### config.mk
export PLATFORM = sky130hd
export DESIGN_NAME = card_access_controller_with_enroll_top
export DESIGN_NICKNAME = d
export VERILOG_FILES = /design/src/rtl/cac_pkg.sv /design/src/rtl/cac_cell.sv /design/src/rtl/card_access_controller_with_enroll_top.sv
export SDC_FILE = /design/constraint.sdc
export NUM_CORES = 1
export LEC_CHECK = 0
export ABC_CLOCK_PERIOD_IN_PS = 13800
export BUFFER_PORTS_ARGS = -buffer_cell sky130_fd_sc_hd__buf_4
export CAP_MARGIN = 40
export CELL_PAD_IN_SITES_DETAIL_PLACEMENT = 0
export CELL_PAD_IN_SITES_GLOBAL_PLACEMENT = 1
export CORE_MARGIN = 1
export CORE_UTILIZATION = 48
export DETAILED_ROUTE_END_ITERATION = 10
export PLACE_DENSITY_LB_ADDON = 0.1
export SYNTH_ARGS = -nofsm -noshare
export SYNTH_HDL_FRONTEND = slang
export SYNTH_HIERARCHICAL = 1
export SYNTH_SLANG_ARGS = --single-unit
export TNS_END_PERCENT = 10
### constraint.sdc
create_clock -name clock -period 13.8 [get_ports clock]
set_input_delay 1.38 -clock clock [delete_from_list [all_inputs] [get_ports clock]]
set_output_delay 1.38 -clock clock [all_outputs]
set_load 0.01 [all_outputs]
### src/rtl/cac_pkg.sv
// Shared types and codes for the card access controller.
// No dependencies; imported by cac_cell and the top level.
`timescale 1ns / 1ps

package cac_pkg;

   // Item kinds on the request channel
   localparam logic REQ_CARD = 1'b0;
   localparam logic REQ_TICK = 1'b1;

   // Event codes on the response channel
   localparam logic [2:0] EV_NONE          = 3'd0;
   localparam logic [2:0] EV_REJECT        = 3'd1;
   localparam logic [2:0] EV_USER          = 3'd2;
   localparam logic [2:0] EV_ADMIN_OPEN    = 3'd3;
   localparam logic [2:0] EV_ADMIN_CLOSE   = 3'd4;
   localparam logic [2:0] EV_ADDED         = 3'd5;
   localparam logic [2:0] EV_TIMEOUT       = 3'd6;
   localparam logic [2:0] EV_KNOWN_IGNORED = 3'd7;

   // Beeper patterns
   localparam logic [1:0] BEEP_NONE       = 2'd0;
   localparam logic [1:0] BEEP_LONG       = 2'd1;
   localparam logic [1:0] BEEP_LONG_SHORT = 2'd2;
   localparam logic [1:0] BEEP_SHORT3     = 2'd3;

   // Configuration register indexes
   localparam int unsigned CSR_IDX_W = 2;
   localparam logic [CSR_IDX_W-1:0] CSR_ADMIN_ID = 2'd0;
   localparam logic [CSR_IDX_W-1:0] CSR_TIMEOUT  = 2'd1;

   localparam logic [15:0] TIMEOUT_RESET = 16'd300;

   typedef struct packed {
      logic        req_type;
      logic [31:0] card_id;
   } req_item_type;

   typedef struct packed {
      logic [2:0] event_code;
      logic       door_open;
      logic [1:0] beep_pattern;
      logic       save_table;
      logic       enroll_active;
      logic [3:0] users_enrolled;
   } rsp_item_type;

   // Search token handed from cell to cell
   typedef struct packed {
      logic        valid;
      logic [31:0] id;
      logic        hit;
   } probe_type;

endpackage

### src/rtl/cac_cell.sv
// One slot of the user table: holds an ID and checks the passing search token.
// Depends on cac_pkg.
`timescale 1ns / 1ps

module cac_cell (
   input  logic              clock,
   input  logic              reset,
   input  cac_pkg::probe_type probe_i,
   output cac_pkg::probe_type probe_o,
   input  logic              filled,
   input  logic              wr_en,
   input  logic [31:0]       wr_id
);
   import cac_pkg::*;

   logic [31:0] entry_ff;
   probe_type   probe_ff;
   probe_type   probe_in;

   // Merge this slot's match into the token
   always_comb begin
      probe_in       = probe_i;
      probe_in.hit   = probe_i.hit | (filled && (entry_ff == probe_i.id));
   end

   // Hold the entry; advance the token one cell per cycle
   always_ff @(posedge clock) begin
      if (wr_en) begin
         entry_ff <= wr_id;
      end
      if (reset) begin
         probe_ff.valid <= 1'b0;
      end else begin
         probe_ff.valid <= probe_in.valid;
      end
      probe_ff.id  <= probe_in.id;
      probe_ff.hit <= probe_in.hit;
   end

   assign probe_o = probe_ff;

endmodule

### src/rtl/card_access_controller_with_enroll_top.sv
// Card access controller with enrolment: control, registers and the cell row.
// Depends on cac_pkg and cac_cell.
// A card's result is registered once the search token has walked the row of MAX_USERS cells
// and the control has stepped through S_SEARCH and S_FINISH; a tick goes straight to S_FINISH.
// One item in flight; the next item is taken the cycle after the result registers, and the
// result waits in S_FINISH while the previous result is stalled.
// Reset (synchronous, active high): empty table count, enrol mode off, countdown zero,
// admin ID zero, timeout 300 s. Table entries are not cleared and are never read unfilled.
`timescale 1ns / 1ps

module card_access_controller_with_enroll_top #(
   parameter int unsigned MAX_USERS = 10
) (
   input  logic                           clock,
   input  logic                           reset,
   input  logic                           req_valid,
   output logic                           req_stall,
   input  cac_pkg::req_item_type          req_data,
   output logic                           rsp_valid,
   input  logic                           rsp_stall,
   output cac_pkg::rsp_item_type          rsp_data,
   input  logic                           csr_valid,
   output logic                           csr_ready,
   input  logic [cac_pkg::CSR_IDX_W-1:0]  csr_index,
   input  logic [31:0]                    csr_wdata
);
   import cac_pkg::*;

   localparam int unsigned CNT_W = $clog2(MAX_USERS + 1);
   localparam logic [CNT_W-1:0] CNT_MAX  = CNT_W'(MAX_USERS);
   localparam logic [CNT_W-1:0] SLOT_TOP = CNT_W'(MAX_USERS - 1);

   typedef enum logic [1:0] {
      S_IDLE,
      S_SEARCH,
      S_FINISH
   } state_type;

   state_type    state_ff, state_in;
   req_item_type req_ff, req_in;
   logic         hit_ff, hit_in;
   logic [31:0]  admin_ff, admin_in;
   logic [15:0]  timeout_ff, timeout_in;
   logic [CNT_W-1:0] count_ff, count_in;
   logic         enroll_ff, enroll_in;
   logic [15:0]  secs_ff, secs_in;
   logic         rsp_valid_ff, rsp_valid_in;
   rsp_item_type rsp_ff, rsp_in;

   probe_type    chain [MAX_USERS+1];
   logic [MAX_USERS-1:0] wr_en;
   logic [CNT_W-1:0] wr_slot;
   logic         add_fire;
   logic         out_free;
   logic         admin_hit;
   logic [CNT_W+3:0] count_ext;

   assign req_stall = (state_ff != S_IDLE);
   assign csr_ready = 1'b1;
   assign out_free  = !rsp_valid_ff || !rsp_stall;
   assign admin_hit = (req_ff.card_id == admin_ff);

   // Launch a search token when a card is accepted
   always_comb begin
      chain[0].valid = req_valid && !req_stall && (req_data.req_type == REQ_CARD);
      chain[0].id    = req_data.card_id;
      chain[0].hit   = 1'b0;
   end

   // Row of table cells
   for (genvar g = 0; g < MAX_USERS; g++) begin : g_cell
      localparam logic [CNT_W-1:0] IDX = CNT_W'(g);
      cac_cell u_cell (
         .clock   (clock),
         .reset   (reset),
         .probe_i (chain[g]),
         .probe_o (chain[g+1]),
         .filled  (IDX < count_ff),
         .wr_en   (wr_en[g]),
         .wr_id   (req_ff.card_id)
      );
   end

   // Slot for a new user: next free one, or the last when full
   assign wr_slot = (count_ff < CNT_MAX) ? count_ff : SLOT_TOP;
   assign add_fire = (state_ff == S_FINISH) && out_free && (req_ff.req_type == REQ_CARD)
                     && enroll_ff && !admin_hit && !hit_ff;

   always_comb begin
      for (int i = 0; i < MAX_USERS; i++) begin
         wr_en[i] = add_fire && (wr_slot == CNT_W'(i));
      end
   end

   // Next-state logic: sequencing, decisions and register writes
   always_comb begin
      state_in     = state_ff;
      req_in       = req_ff;
      hit_in       = hit_ff;
      admin_in     = admin_ff;
      timeout_in   = timeout_ff;
      count_in     = count_ff;
      enroll_in    = enroll_ff;
      secs_in      = secs_ff;
      rsp_valid_in = rsp_valid_ff && rsp_stall;
      rsp_in       = rsp_ff;
      count_ext    = '0;

      unique case (csr_index)
         CSR_ADMIN_ID: if (csr_valid) admin_in = csr_wdata;
         CSR_TIMEOUT:  if (csr_valid) timeout_in = csr_wdata[15:0];
         default: ;
      endcase

      unique case (state_ff)
         S_IDLE: begin
            if (req_valid) begin
               req_in   = req_data;
               hit_in   = 1'b0;
               state_in = (req_data.req_type == REQ_CARD) ? S_SEARCH : S_FINISH;
            end
         end
         S_SEARCH: begin
            if (chain[MAX_USERS].valid) begin
               hit_in   = chain[MAX_USERS].hit;
               state_in = S_FINISH;
            end
         end
         S_FINISH: begin
            if (out_free) begin
               rsp_in.event_code   = EV_NONE;
               rsp_in.door_open    = 1'b0;
               rsp_in.beep_pattern = BEEP_NONE;
               rsp_in.save_table   = 1'b0;
               if (req_ff.req_type == REQ_TICK) begin
                  if (enroll_ff) begin
                     if (secs_ff <= 16'd1) begin
                        secs_in   = '0;
                        enroll_in = 1'b0;
                        rsp_in.event_code = EV_TIMEOUT;
                        rsp_in.save_table = 1'b1;
                     end else begin
                        secs_in = secs_ff - 16'd1;
                     end
                  end
               end else if (!enroll_ff) begin
                  if (admin_hit) begin
                     rsp_in.event_code   = EV_ADMIN_OPEN;
                     rsp_in.door_open    = 1'b1;
                     rsp_in.beep_pattern = BEEP_LONG_SHORT;
                     enroll_in = 1'b1;
                     secs_in   = timeout_ff;
                  end else if (hit_ff) begin
                     rsp_in.event_code   = EV_USER;
                     rsp_in.door_open    = 1'b1;
                     rsp_in.beep_pattern = BEEP_LONG;
                  end else begin
                     rsp_in.event_code   = EV_REJECT;
                     rsp_in.beep_pattern = BEEP_SHORT3;
                  end
               end else begin
                  if (admin_hit) begin
                     rsp_in.event_code = EV_ADMIN_CLOSE;
                     rsp_in.save_table = 1'b1;
                     enroll_in = 1'b0;
                     secs_in   = '0;
                  end else if (hit_ff) begin
                     rsp_in.event_code = EV_KNOWN_IGNORED;
                  end else begin
                     rsp_in.event_code = EV_ADDED;
                     count_in = (count_ff < CNT_MAX) ? count_ff + CNT_W'(1) : CNT_MAX;
                     secs_in  = timeout_ff;
                  end
               end
               rsp_in.enroll_active  = enroll_in;
               count_ext             = {4'b0000, count_in};
               rsp_in.users_enrolled = count_ext[3:0];
               rsp_valid_in = 1'b1;
               state_in     = S_IDLE;
            end
         end
         default: state_in = S_IDLE;
      endcase
   end

   // Hold state and registered outputs
   always_ff @(posedge clock) begin
      if (reset) begin
         state_ff     <= S_IDLE;
         admin_ff     <= '0;
         timeout_ff   <= TIMEOUT_RESET;
         count_ff     <= '0;
         enroll_ff    <= 1'b0;
         secs_ff      <= '0;
         rsp_valid_ff <= 1'b0;
      end else begin
         state_ff     <= state_in;
         admin_ff     <= admin_in;
         timeout_ff   <= timeout_in;
         count_ff     <= count_in;
         enroll_ff    <= enroll_in;
         secs_ff      <= secs_in;
         rsp_valid_ff <= rsp_valid_in;
      end
      req_ff <= req_in;
      hit_ff <= hit_in;
      rsp_ff <= rsp_in;
   end

   assign rsp_valid = rsp_valid_ff;
   assign rsp_data  = rsp_ff;

`ifndef SYNTHESIS
   a_door_events: assert property (@(posedge clock) disable iff (reset)
      rsp_valid_ff && rsp_ff.door_open |->
         (rsp_ff.event_code == EV_USER || rsp_ff.event_code == EV_ADMIN_OPEN))
      else $error("door opened on a non-grant event");

   a_count_bound: assert property (@(posedge clock) disable iff (reset)
      count_ff <= CNT_MAX)
      else $error("user count beyond table size");

   a_token_in_search: assert property (@(posedge clock) disable iff (reset)
      chain[MAX_USERS].valid |-> state_ff == S_SEARCH)
      else $error("search token left the row outside a search");

   a_save_closes: assert property (@(posedge clock) disable iff (reset)
      rsp_valid_ff && rsp_ff.save_table |-> !rsp_ff.enroll_active)
      else $error("save strobe while enrol mode stays open");

   a_add_in_enroll: assert property (@(posedge clock) disable iff (reset)
      add_fire |=> count_ff != '0 && enroll_ff)
      else $error("table written outside enrol mode");
`endif

endmodule

Yosys cells after proc, flatten, opt, wreduce, memory -nomap -nowiden
Index checks and enable logic that the tools add are counted.

word-level totals
  flip-flop bits (word level) = 746
  latch bits = 0
  bits in writable memories = 0
  memory bits (read-only) = 0
  word-level logic and storage cells = 201
  memories = 0

cells by class
  $add $sub $neg = 2
  $mul = 0
  divide/modulo/power cells = 0
  $lt $le $gt $ge = 12
  eq/ne operators = 28
  shift operators = 0
  multiplexer cells = 43
  bitwise gates (word level) = 11
  reduce and logical (&&, ||, !) cells = 49

operators with widths
  operator                                                                           count
  32-bit == test                                                                     11
  16-bit 2-to-1 mux                                                                  7
  1-bit logical AND                                                                  28
  4-bit 2-to-1 mux                                                                   6
  4-bit by 3-bit == test with 1-bit output, second input constant                    4
  16-bit by 1-bit less-or-equal comparator with 1-bit output, second input constant  1
  3-bit by 4-bit < comparator with 1-bit output, first input constant                4
  16-bit by 1-bit subtractor with 16-bit output, second input constant               1
  1-bit 2-to-1 mux                                                                   15
  3-bit 2-to-1 mux                                                                   5
  2-bit 2-to-1 mux                                                                   7
  1-bit bitwise OR                                                                   9
  4-bit by 2-bit == test with 1-bit output, second input constant                    2
  4-bit == test, second input constant                                               2
  1-bit by 4-bit < comparator with 1-bit output, first input constant                2
  2-bit by 4-bit < comparator with 1-bit output, first input constant                2
  4-bit < comparator, first input constant                                           2
  2-bit AND reduction                                                                4
  2-bit case mux with 3 select lines                                                 1
  3-bit AND reduction                                                                2
  2-bit nonzero test                                                                 3
  1-bit logical NOT                                                                  5
  5-bit 2-to-1 mux                                                                   1
  5-bit AND reduction                                                                1
  15 further kinds                                                                   20

Depth between registers and ports, before layout
Gate-level depths: netlist of run 1.

  word-level depth = 8
  mapped depth = 12

Modules after synthesis
The synthesis of run 1 kept the hierarchy.

by module, submodules not included
  module                                  instances  cells an instance  area each (µm²)
  cac_cell                                10         111                2003.2
  card_access_controller_with_enroll_top  1          570                5362.6

Least setup slack after synthesis of run 1
OpenSTA, ideal clock, no wires.

  kind = input to register
  from = in rsp_stall
  to = reg g_cell[0].u_cell.entry_ff[0], enable pin
  library setup time = 501 ps
  arrival = 5227 ps
  required time = 13299 ps
  path slack = 8072 ps
  stages = 5
  path through = nand2_1 -> nand2b_1 -> clkinv_1 -> nand2_1 -> nor4_1

between the ends
  cells in the longest elaborated chain, start to end = 8

RTL lines
  item                            line                                          text
  start, declared                 card_access_controller_with_enroll_top.sv:20  input logic rsp_stall,
  1-bit logical NOT               card_access_controller_with_enroll_top.sv:60  assign out_free = !rsp_valid_ff || !rsp_stall;
  1-bit logical OR                card_access_controller_with_enroll_top.sv:60
  1-bit logical AND (2 in a row)  card_access_controller_with_enroll_top.sv:86  assign add_fire = (state_ff == S_FINISH) && out_free && (req_ff.req_type == REQ_CARD)
  1-bit logical AND (3 in a row)  card_access_controller_with_enroll_top.sv:87  && enroll_ff && !admin_hit && !hit_ff;
  1-bit logical AND               card_access_controller_with_enroll_top.sv:91  wr_en[i] = add_fire && (wr_slot == CNT_W'(i));
  net wr_en[0]                    card_access_controller_with_enroll_top.sv:51  logic [MAX_USERS-1:0] wr_en;
  end signal, assigned            cac_cell.sv:29                                entry_ff <= wr_id;
  end, declared                   cac_cell.sv:16                                logic [31:0] entry_ff;

The timed path passes the listed nets, and every way through them passes these cells.
A chain may end at the register's enable or synchronous reset.

Worst setup path in the final report of run 1
  from = reg req_ff[9] (netlist name)
  to = reg g_cell[4].u_cell.entry_ff[12], enable pin

between the ends
  cells in the longest elaborated chain, start to end = 5

RTL lines
  item                            line                                           text
  start, declared                 card_access_controller_with_enroll_top.sv:40   req_item_type req_ff, req_in;
  start signal, assigned          card_access_controller_with_enroll_top.sv:205  req_ff <= req_in;
  32-bit == test                  card_access_controller_with_enroll_top.sv:61   assign admin_hit = (req_ff.card_id == admin_ff);
  1-bit logical NOT               card_access_controller_with_enroll_top.sv:87
  1-bit logical AND (2 in a row)  card_access_controller_with_enroll_top.sv:87
  1-bit logical AND               card_access_controller_with_enroll_top.sv:91
  net wr_en[4]                    card_access_controller_with_enroll_top.sv:51
  end signal, assigned            cac_cell.sv:29
  end, declared                   cac_cell.sv:16

The timed path passes the listed nets, and every way through them passes these cells.

==> impl_metrics.tcl, run 1 <==
set metrics [dict create \
    via_per_inst 5.03 \
    ctsResizeCount 0 \
    fmax_mhz 244 \
    reg2reg_depth 7 \
    min_path_cells 0 \
    maxCapViolations 0 \
    power_frac_comb 0.027 \
    ir_drop_v 0.0000787 \
    cts_buffers 74 \
    drive_gt1_frac 0.126 \
    synth_area_mm2 0.0248 \
    clock_path_buffers 3 \
    clkPwrFrac 0.429 \
    drc 0 \
    grt_pass1_vias 13100 \
    die_w_um 229 \
    syn_avg_cell_area_um2 15.0 \
    finalMaxSlewViolations 0 \
    whs_endpoint "g_cell[5].u_cell/probe_o[31]" \
    wl_met2_um 25300 \
    clkTransAtPathRegs_ps 60 \
    layout_commonest_cell "dfxtp_1" \
    finalHoldViolations 0 \
    status "finished, final reports clean" \
    worst_slew_margin_rel 0.394 \
    finalWorstSetupSlack_ps 9700 \
    crit_family "simple AND/OR/NAND/NOR gates" \
    drt_iter0_drc 781 \
    ys_warn_count 6 \
    area_growth_pct 16.0 \
    timing.rr.end "g_cell[4].u_cell/entry_ff[12]" \
    crit_path_max_fanout 28 \
    row_count 82 \
    detailed_place_hpwl_um 35800 \
    path_buf_inv 1 \
    syn_nets 1725 \
    seqPwrFrac 0.543 \
    tritoncts "yes" \
    dp_worst_setup_slack_ps 9730 \
    dieArea_mm2 0.0525 \
    htreeDepth 3 \
    internal_power_w 0.00359 \
    track_usage 0.206 \
    io_buffers 85 \
    grt_antenna_before_repair 4 \
    grt_pass1_wl_um 79900 \
    drtPass1Iterations 5 \
    crit_path_end_kind "flop" \
    routed_wl_um 52500 \
    cts_setup_buffers 0 \
    r2r_start "req_ff[9]" \
    cts-root-buf "clkbuf_16" \
    drt.antenna.violating_nets 0 \
    wl_per_cell_um 20.8 \
    p_sw_w 0.000915 \
    path_cells "xnor2_1, nand4_1, nor4_4, a2111oi_4, nand2_1, nor4_2, buf_4" \
    period_share 0.297 \
    start_util 0.490 \
    die_h_um 229 \
    grt-ovfl-total 0 \
    final_nets 1870 \
    criticalPathCategory "reg -> reg" \
    fin_setup_tns_ps 0 \
    finalCriticalPeriod_ps 4100 \
    core-area_mm2 0.0505 \
    dr_wl_met3_um 2790 \
    critPathLaunchType "flop" \
    rsz0062_at_grt "false" \
    switching_share 0.203 \
    gp_congestion 0.804 \
    worstPathArrival_ps 4320 \
    io_pins 87 \
    max_stage_delay_ps 730 \
    r2r_slack_ps 9700 \
    syn_inst 1648 \
    cp.required_ps 14020 \
    via_count 12700 \
    cts_hold_buf 0 \
    layout_common_cells "dfxtp_1, edfxtp_1, xnor2_1" \
    holdWs_ps 352 \
    power_density_mw_per_mm2 157 \
    drt-met1-wl_um 23100 \
    highest_layer "met5" \
    cts_num_sinks 746 \
    fin_util 0.569 \
    hold_path.startpoint "g_cell[4].u_cell/probe_o[31]" \
    setup_violations 0 \
    hold_path.class "reg -> reg" \
    clk_latency_ps 600 \
    finClkSkew_ps 29.2 \
    leakage_nw 9.82 \
    slowest_stage "a2111oi_4" \
    grt_max_degree 74 \
    worst_pin_slew_ps 900 \
]
[area by class of cell]
type | instances | area [um^2]
fillers | 4118 | 21800
flip-flops and latches | 746 | 18600
multi-input cells | 845 | 6000
clock buffers | 108 | 2150
well taps | 672 | 841
repair buffers | 105 | 833
clock inverters | 28 | 213
inverters | 21 | 78.8
diodes | 1 | 2.50
[power by group through the flow]
stage / clock (W) / sequential (W) / combinational (W)
floorplan: 0 / 0.00247 / 0.0000739
global placement: 0 / 0.00249 / 0.000122
detailed placement: 0 / 0.00250 / 0.000125
CTS: 0.00198 / 0.00245 / 0.000126
global route: 0.00207 / 0.00246 / 0.000134
finish: 0.00193 / 0.00245 / 0.000123
[flip-flops by register name, summed over array words and instances, names as in the netlist]
signal / count
timeout_ff: 16
count_ff: 4
admin_ff: 32
state_ff: 2
secs_ff: 16
g_cell.u_cell/probe_o: 308
rsp_valid: 1
rsp_data: 12
g_cell.u_cell/entry_ff: 320
hit_ff: 1
req_ff: 33
enroll_ff: 1
[worst max-delay path by stage]
stage | from | end | slack (ps) | depth (start not counted)
floorplan | rsp_stall | g_cell[0].u_cell/entry_ff[0] | 8070 | 5
global placement | rsp_stall | g_cell[4].u_cell/entry_ff[0] | 9850 | 7
detailed placement | rsp_stall | g_cell[4].u_cell/entry_ff[0] | 9730 | 7
CTS | req_ff[10] | g_cell[4].u_cell/entry_ff[12] | 9700 | 7
global route | req_ff[26] | g_cell[4].u_cell/entry_ff[12] | 9320 | 8
finish | req_ff[9] | g_cell[4].u_cell/entry_ff[12] | 9700 | 7
[per-layer routing]
layer / track usage / up-vias
met3: 0.0484 / 84
met1: 0.271 / 6188
met5: 0 / -
li1: - / 6157
met2: 0.339 / 261
met4: 0.0629 / 8
[metrics by stage]
step                std cells  total power [W]  cell area (um^2)
finish                   2526          0.00450             28700
global route             2525          0.00466             28700
global placement         2382          0.00262             26200
floorplan                1648          0.00255             24800
CTS                      2523          0.00455             28700
detailed placement       2387          0.00262             26300
No activity file was read; power rests on OpenSTA's default activity.
==> run 2: changes to the inputs <==
Settings changed: ABC_CLOCK_PERIOD_IN_PS 13800 to 4050.
Clock period 13.8 ns to 4.05 ns, I/O delays scaled along.
==> run 2 against run 1 <==
  * Worst setup slack worse by 9100 ps
  * Via count up 1.8%
  * Register-to-register slack got worse by 9100 ps
  * Clock skew is 2.4 ps lower
  * First-iteration DRC count is 9.6% lower
  * Wire length up 1.3%
  * Critical path type unchanged
  * Largest power group unchanged
==> impl_metrics.tcl, run 2 (same netlist as run 1, synthesis figures left out) <==
set metrics [dict create \
    status "finished, final reports clean" \
    io_buffers 85 \
    grt_pass1_vias 13400 \
    rsz0062_at_grt "false" \
    crit_path_end_kind "flop" \
    finalCriticalPeriod_ps 3410 \
    place_area_mm2 0.0265 \
    track_usage 0.208 \
    worstPathArrival_ps 3880 \
    cts_buffers 75 \
    fin_util 0.580 \
    htreeDepth 3 \
    hold_path.class "in -> reg" \
    grt_max_degree 61 \
    cts_hold_buf 33 \
    layout_common_cells "dfxtp_1, edfxtp_1, xnor2_1" \
    r2r_start "req_ff[15]" \
    r2r_slack_ps 640 \
    criticalPathCategory "reg -> reg" \
    setup_violations 0 \
    final_nets 1915 \
    detailed_place_hpwl_um 37500 \
    min_path_cells 2 \
    grt-ovfl-total 0 \
    drt.antenna.violating_nets 0 \
    drive_gt1_frac 0.135 \
    leakage_nw 10.1 \
    finalHoldViolations 0 \
    power_density_mw_per_mm2 530 \
    fmax_mhz 293 \
    path_buf_inv 1 \
    ir_drop_v 0.000316 \
    die_h_um 229 \
    dieArea_mm2 0.0525 \
    hold_path.startpoint "csr_wdata[2]" \
    io_pins 87 \
    grt_antenna_before_repair 0 \
    via_per_inst 5.02 \
    placedCellCount 2400 \
    clk_latency_ps 610 \
    worst_pin_slew_ps 898 \
    ctsResizeCount 0 \
    timing.rr.end "secs_ff[4]" \
    clkTransAtPathRegs_ps 60 \
    area_growth_pct 18.2 \
    crit_path_max_fanout 11 \
    final_area_mm2 0.0293 \
    crit_family "simple AND/OR/NAND/NOR gates" \
    final_cell_count_no_fill 2573 \
    clock_path_buffers 3 \
    slowest_stage "or3_1" \
    drc 0 \
    diodes 0 \
    path_cells "xnor2_1, nand4_1, nor4_4, and2_1, inv_1, ha_1, or3_1, a2111oi_0, nor3_1" \
    cts_setup_buffers 0 \
    drtPass1Iterations 5 \
    drt_iter0_drc 706 \
    start_util 0.490 \
    largest_register_ff_count 320 \
    worst_slew_margin_rel 0.396 \
    period_share 0.843 \
    reg2reg_depth 9 \
    row_count 82 \
    tritoncts "yes" \
    core-area_mm2 0.0505 \
    layout_commonest_cell "dfxtp_1" \
    max_stage_delay_ps 570 \
    die_w_um 229 \
    fillCellCount 4023 \
    regMostFlops "g_cell.u_cell/entry_ff" \
    critPathLaunchType "flop" \
    wl_per_cell_um 20.7 \
    cp.required_ps 4520 \
    whs_endpoint "timeout_ff[2]" \
    via_count 12900 \
    gp_congestion 0.815 \
    cts-root-buf "clkbuf_16" \
    routed_wl_um 53200 \
    finalMaxSlewViolations 0 \
    maxCapViolations 0 \
    grt_pass1_wl_um 81000 \
    finClkSkew_ps 26.8 \
    cts_num_sinks 746 \
]
## run 2: changes by cell type in the layout (fill, tap and decap cells not counted), moves of 2 or more
cell           delta
dlygate4sd3_1    +33
clkbuf_8          +9
buf_4             +8
buf_12            +5
clkinv_1          -5
clkinvlp_4        +4
buf_6             -3
clkbuf_1          -3
clkbuf_16         -2
clkinv_8          +2
inv_4             -2
## run 2: cell type report
cell class,count,area (um^2),area share
well taps,672,841,0.0287
multi-input cells,845,6000,0.205
repair buffers,149,1310,0.0448
clock buffers,112,2210,0.0755
inverters,21,78.8,0.00269
flip-flops and latches,746,18600,0.635
clock inverters,28,228,0.00778
## run 2: how the worst max path moves through the flow
stage | from | to | slack, ps | cells after the start
global placement | req_ff[15] | secs_ff[8] | 710 | 9
floorplan | req_ff[5] | g_cell[0].u_cell/entry_ff[0] | -1120 | 6
detailed placement | req_ff[15] | secs_ff[0] | 700 | 9
CTS | req_ff[15] | secs_ff[4] | 670 | 9
global route | req_ff[15] | secs_ff[1] | 350 | 9
finish | req_ff[15] | secs_ff[4] | 640 | 9
## run 2: power by group
part | leakage [nW] | switching [W] | internal, W | total (W)
combinational | 2.37 | 0.000232 | 0.000235 | 0.000468
clock | 1.19 | 0.00279 | 0.00392 | 0.00671
sequential | 6.50 | 0.000188 | 0.00814 | 0.00833
total | 10.1 | 0.00321 | 0.0123 | 0.0155
## run 2: layer usage
layer | global-route usage | part of all wire | wire length (um)
met5 | 0 | 0 | 0
met4 | 0.0725 | 0.025 | 1310
met3 | 0.0366 | 0.042 | 2230
met2 | 0.359 | 0.50 | 26700
met1 | 0.264 | 0.43 | 23000
## run 2: per-stage QoR
| stage | worst slack [ps] | hold WS (ps) | power [W] | TNS (ps) |
|---|---|---|---|---|
| 2_1_floorplan | -1120 | 349 | 0.00868 | -113250 |
| 3_3_place_gp | 706 | 352 | 0.00892 | 0 |
| 3_5_place_dp | 699 | 354 | 0.00894 | 0 |
| 4_1_cts | 670 | 19.8 | 0.0157 | 0 |
| 5_1_grt | 350 | 26.4 | 0.0161 | 0 |
| 6_report | 636 | 53.8 | 0.0155 | 0 |
==> run 3: changes to the inputs <==
Settings changed: ABC_CLOCK_PERIOD_IN_PS 4050 to 3250.
Clock period 4.05 ns to 3.25 ns, I/O delays scaled along.
==> run 3 against run 2 <==
  * Count of clock-buffer cells in the layout fell by 1
  * Sequential cell count unchanged
  * Worst setup slack got worse by 390 ps
  * Via count grew 1.4%
  * Register-to-register slack worse by 390 ps
  * Global-route usage down 0.42 points
==> impl_metrics.tcl, run 3 (same netlist as run 1, synthesis figures left out) <==
set metrics [dict create \
    cts_num_sinks 746 \
    holdWs_ps 25.7 \
    crit_path_max_fanout 10 \
    via_count 13100 \
    maxCapViolations 0 \
    reg2reg_depth 9 \
    slowest_stage "or3_1" \
    hold_path.class "in -> reg" \
    htreeDepth 3 \
    hold_path.startpoint "csr_wdata[4]" \
    dr_wl_met3_um 2220 \
    final_nets 1960 \
    wl_met2_um 25600 \
    timing.rr.end "secs_ff[0]" \
    regMostFlops "g_cell.u_cell/entry_ff" \
    dieArea_mm2 0.0525 \
    clock_path_buffers 3 \
    grt_pass1_vias 13400 \
    power_w 0.0195 \
    fmax_mhz 333 \
    whs_endpoint "admin_ff[4]" \
    multi_input_area_mm2 0.00606 \
    grt_antenna_before_repair 0 \
    worst_slew_margin_rel 0.466 \
    crit_path_end_kind "flop" \
    worstPathArrival_ps 3460 \
    gp_congestion 0.805 \
    leakage_nw 10.4 \
    drtPass1Iterations 5 \
    drive_gt1_frac 0.143 \
    min_path_cells 3 \
    criticalPathCategory "reg -> reg" \
    largest_register_ff_count 320 \
    finalMaxSlewViolations 0 \
    layout_common_cells "dfxtp_1, edfxtp_1, xnor2_1" \
    r2r_slack_ps 250 \
    grt-ovfl-total 0 \
    critPathLaunchType "flop" \
    finalHoldViolations 0 \
    io_pins 87 \
    core-area_mm2 0.0505 \
    max_stage_delay_ps 560 \
    die_w_um 229 \
    cts-root-buf "clkbuf_16" \
    via_per_inst 5.01 \
    period_share 0.923 \
    setup_violations 0 \
    start_util 0.490 \
    row_count 82 \
    clkTransAtPathRegs_ps 60 \
    drt-met1-wl_um 22900 \
    place_area_mm2 0.0268 \
    fillCellCount 3998 \
    drt_iter0_drc 698 \
    die_h_um 229 \
    final_area_mm2 0.0298 \
    track_usage 0.204 \
    drt.antenna.violating_nets 0 \
    path_cells "xnor2_1, nand4_1, nor4_4, and2_1, inv_1, ha_1, or3_1, a2111oi_0, a211oi_1" \
    cts_buffers 74 \
    io_buffers 85 \
    clk_latency_ps 600 \
    drc 0 \
    worst_pin_slew_ps 801 \
    detailed_place_hpwl_um 36600 \
    tritoncts "yes" \
    status "finished, final reports clean" \
    grt_pass1_wl_um 80000 \
    finalCriticalPeriod_ps 3000 \
    cp.required_ps 3710 \
    rsz0062_at_grt "false" \
    routed_wl_um 52100 \
    area_growth_pct 20.4 \
    layout_commonest_cell "dfxtp_1" \
    r2r_start "req_ff[0]" \
    ir_drop_v 0.000402 \
    highest_layer "met4" \
    grt_max_degree 74 \
    wl_per_cell_um 19.9 \
    power_density_mw_per_mm2 653 \
    finClkSkew_ps 17.3 \
    diodes 0 \
    regArea_mm2 0.0186 \
]
[run 3: worst max path at each step]
stage | from | endpoint | slack (ps) | depth (start not counted)
2_1_floorplan | req_ff[5] | g_cell[4].u_cell/entry_ff[0] | -680 | 6
3_5_place_dp | req_ff[2] | secs_ff[1] | 260 | 9
5_1_grt | req_ff[0] | secs_ff[0] | 30 | 9
3_3_place_gp | req_ff[2] | secs_ff[0] | 410 | 9
4_1_cts | req_ff[0] | secs_ff[1] | 220 | 9
6_report | req_ff[0] | secs_ff[0] | 250 | 9
[run 3: per-layer routing]
metal | up-vias | track usage
li1 | 6325 | -
met1 | 6434 | 0.266
met2 | 249 | 0.341
met3 | 91 | 0.0427
met4 | 0 | 0.0667
met5 | - | 0
[run 3: final cells by class]
| class | instances | area share |
|---|---|---|
| clock buffer | 111 | 0.0737 |
| clock inverter | 23 | 0.00857 |
| inverter | 21 | 0.00265 |
| multi-input combinational | 845 | 0.203 |
| sequential | 746 | 0.624 |
| tap | 672 | 0.0282 |
| timing repair buffer | 195 | 0.0594 |
[run 3: through the flow]
stage / instances / utilization / TNS (ps) / setup slack (ps)
global route: 2613 / 0.590 / 0 / 31.7
CTS: 2613 / 0.590 / 0 / 216
floorplan: 1648 / - / -79500 / -682
global placement: 2422 / 0.530 / 0 / 408
detailed placement: 2425 / 0.531 / 0 / 262
finish: 2613 / 0.590 / 0 / 250
[run 3: what timing repair did]
| item | CTS | global route |
|---|---|---|
| resized for setup | 0 | 1 |
| hold buffers | 54 | 0 |
| hold endpoints to repair | 100 | 0 |
| endpoints found under the setup margin | 0 | 1 |
| buffers inserted | 0 | 0 |
[run 3: critical path, delay by kind of cell, from the launching register on]
kind | cells | cell delay [ps]
fa+ha+maj | 1 | 200
xor+xnor | 1 | 200
buf+inv | 1 | 80
simple gates | 4 | 1410
compound gates | 2 | 560
flops | 1 | 420
[run 3: power breakdown]
part | switching, W | internal [W]
clock | 0.00343 | 0.00501
combinational | 0.000387 | 0.000341
sequential | 0.000158 | 0.0101
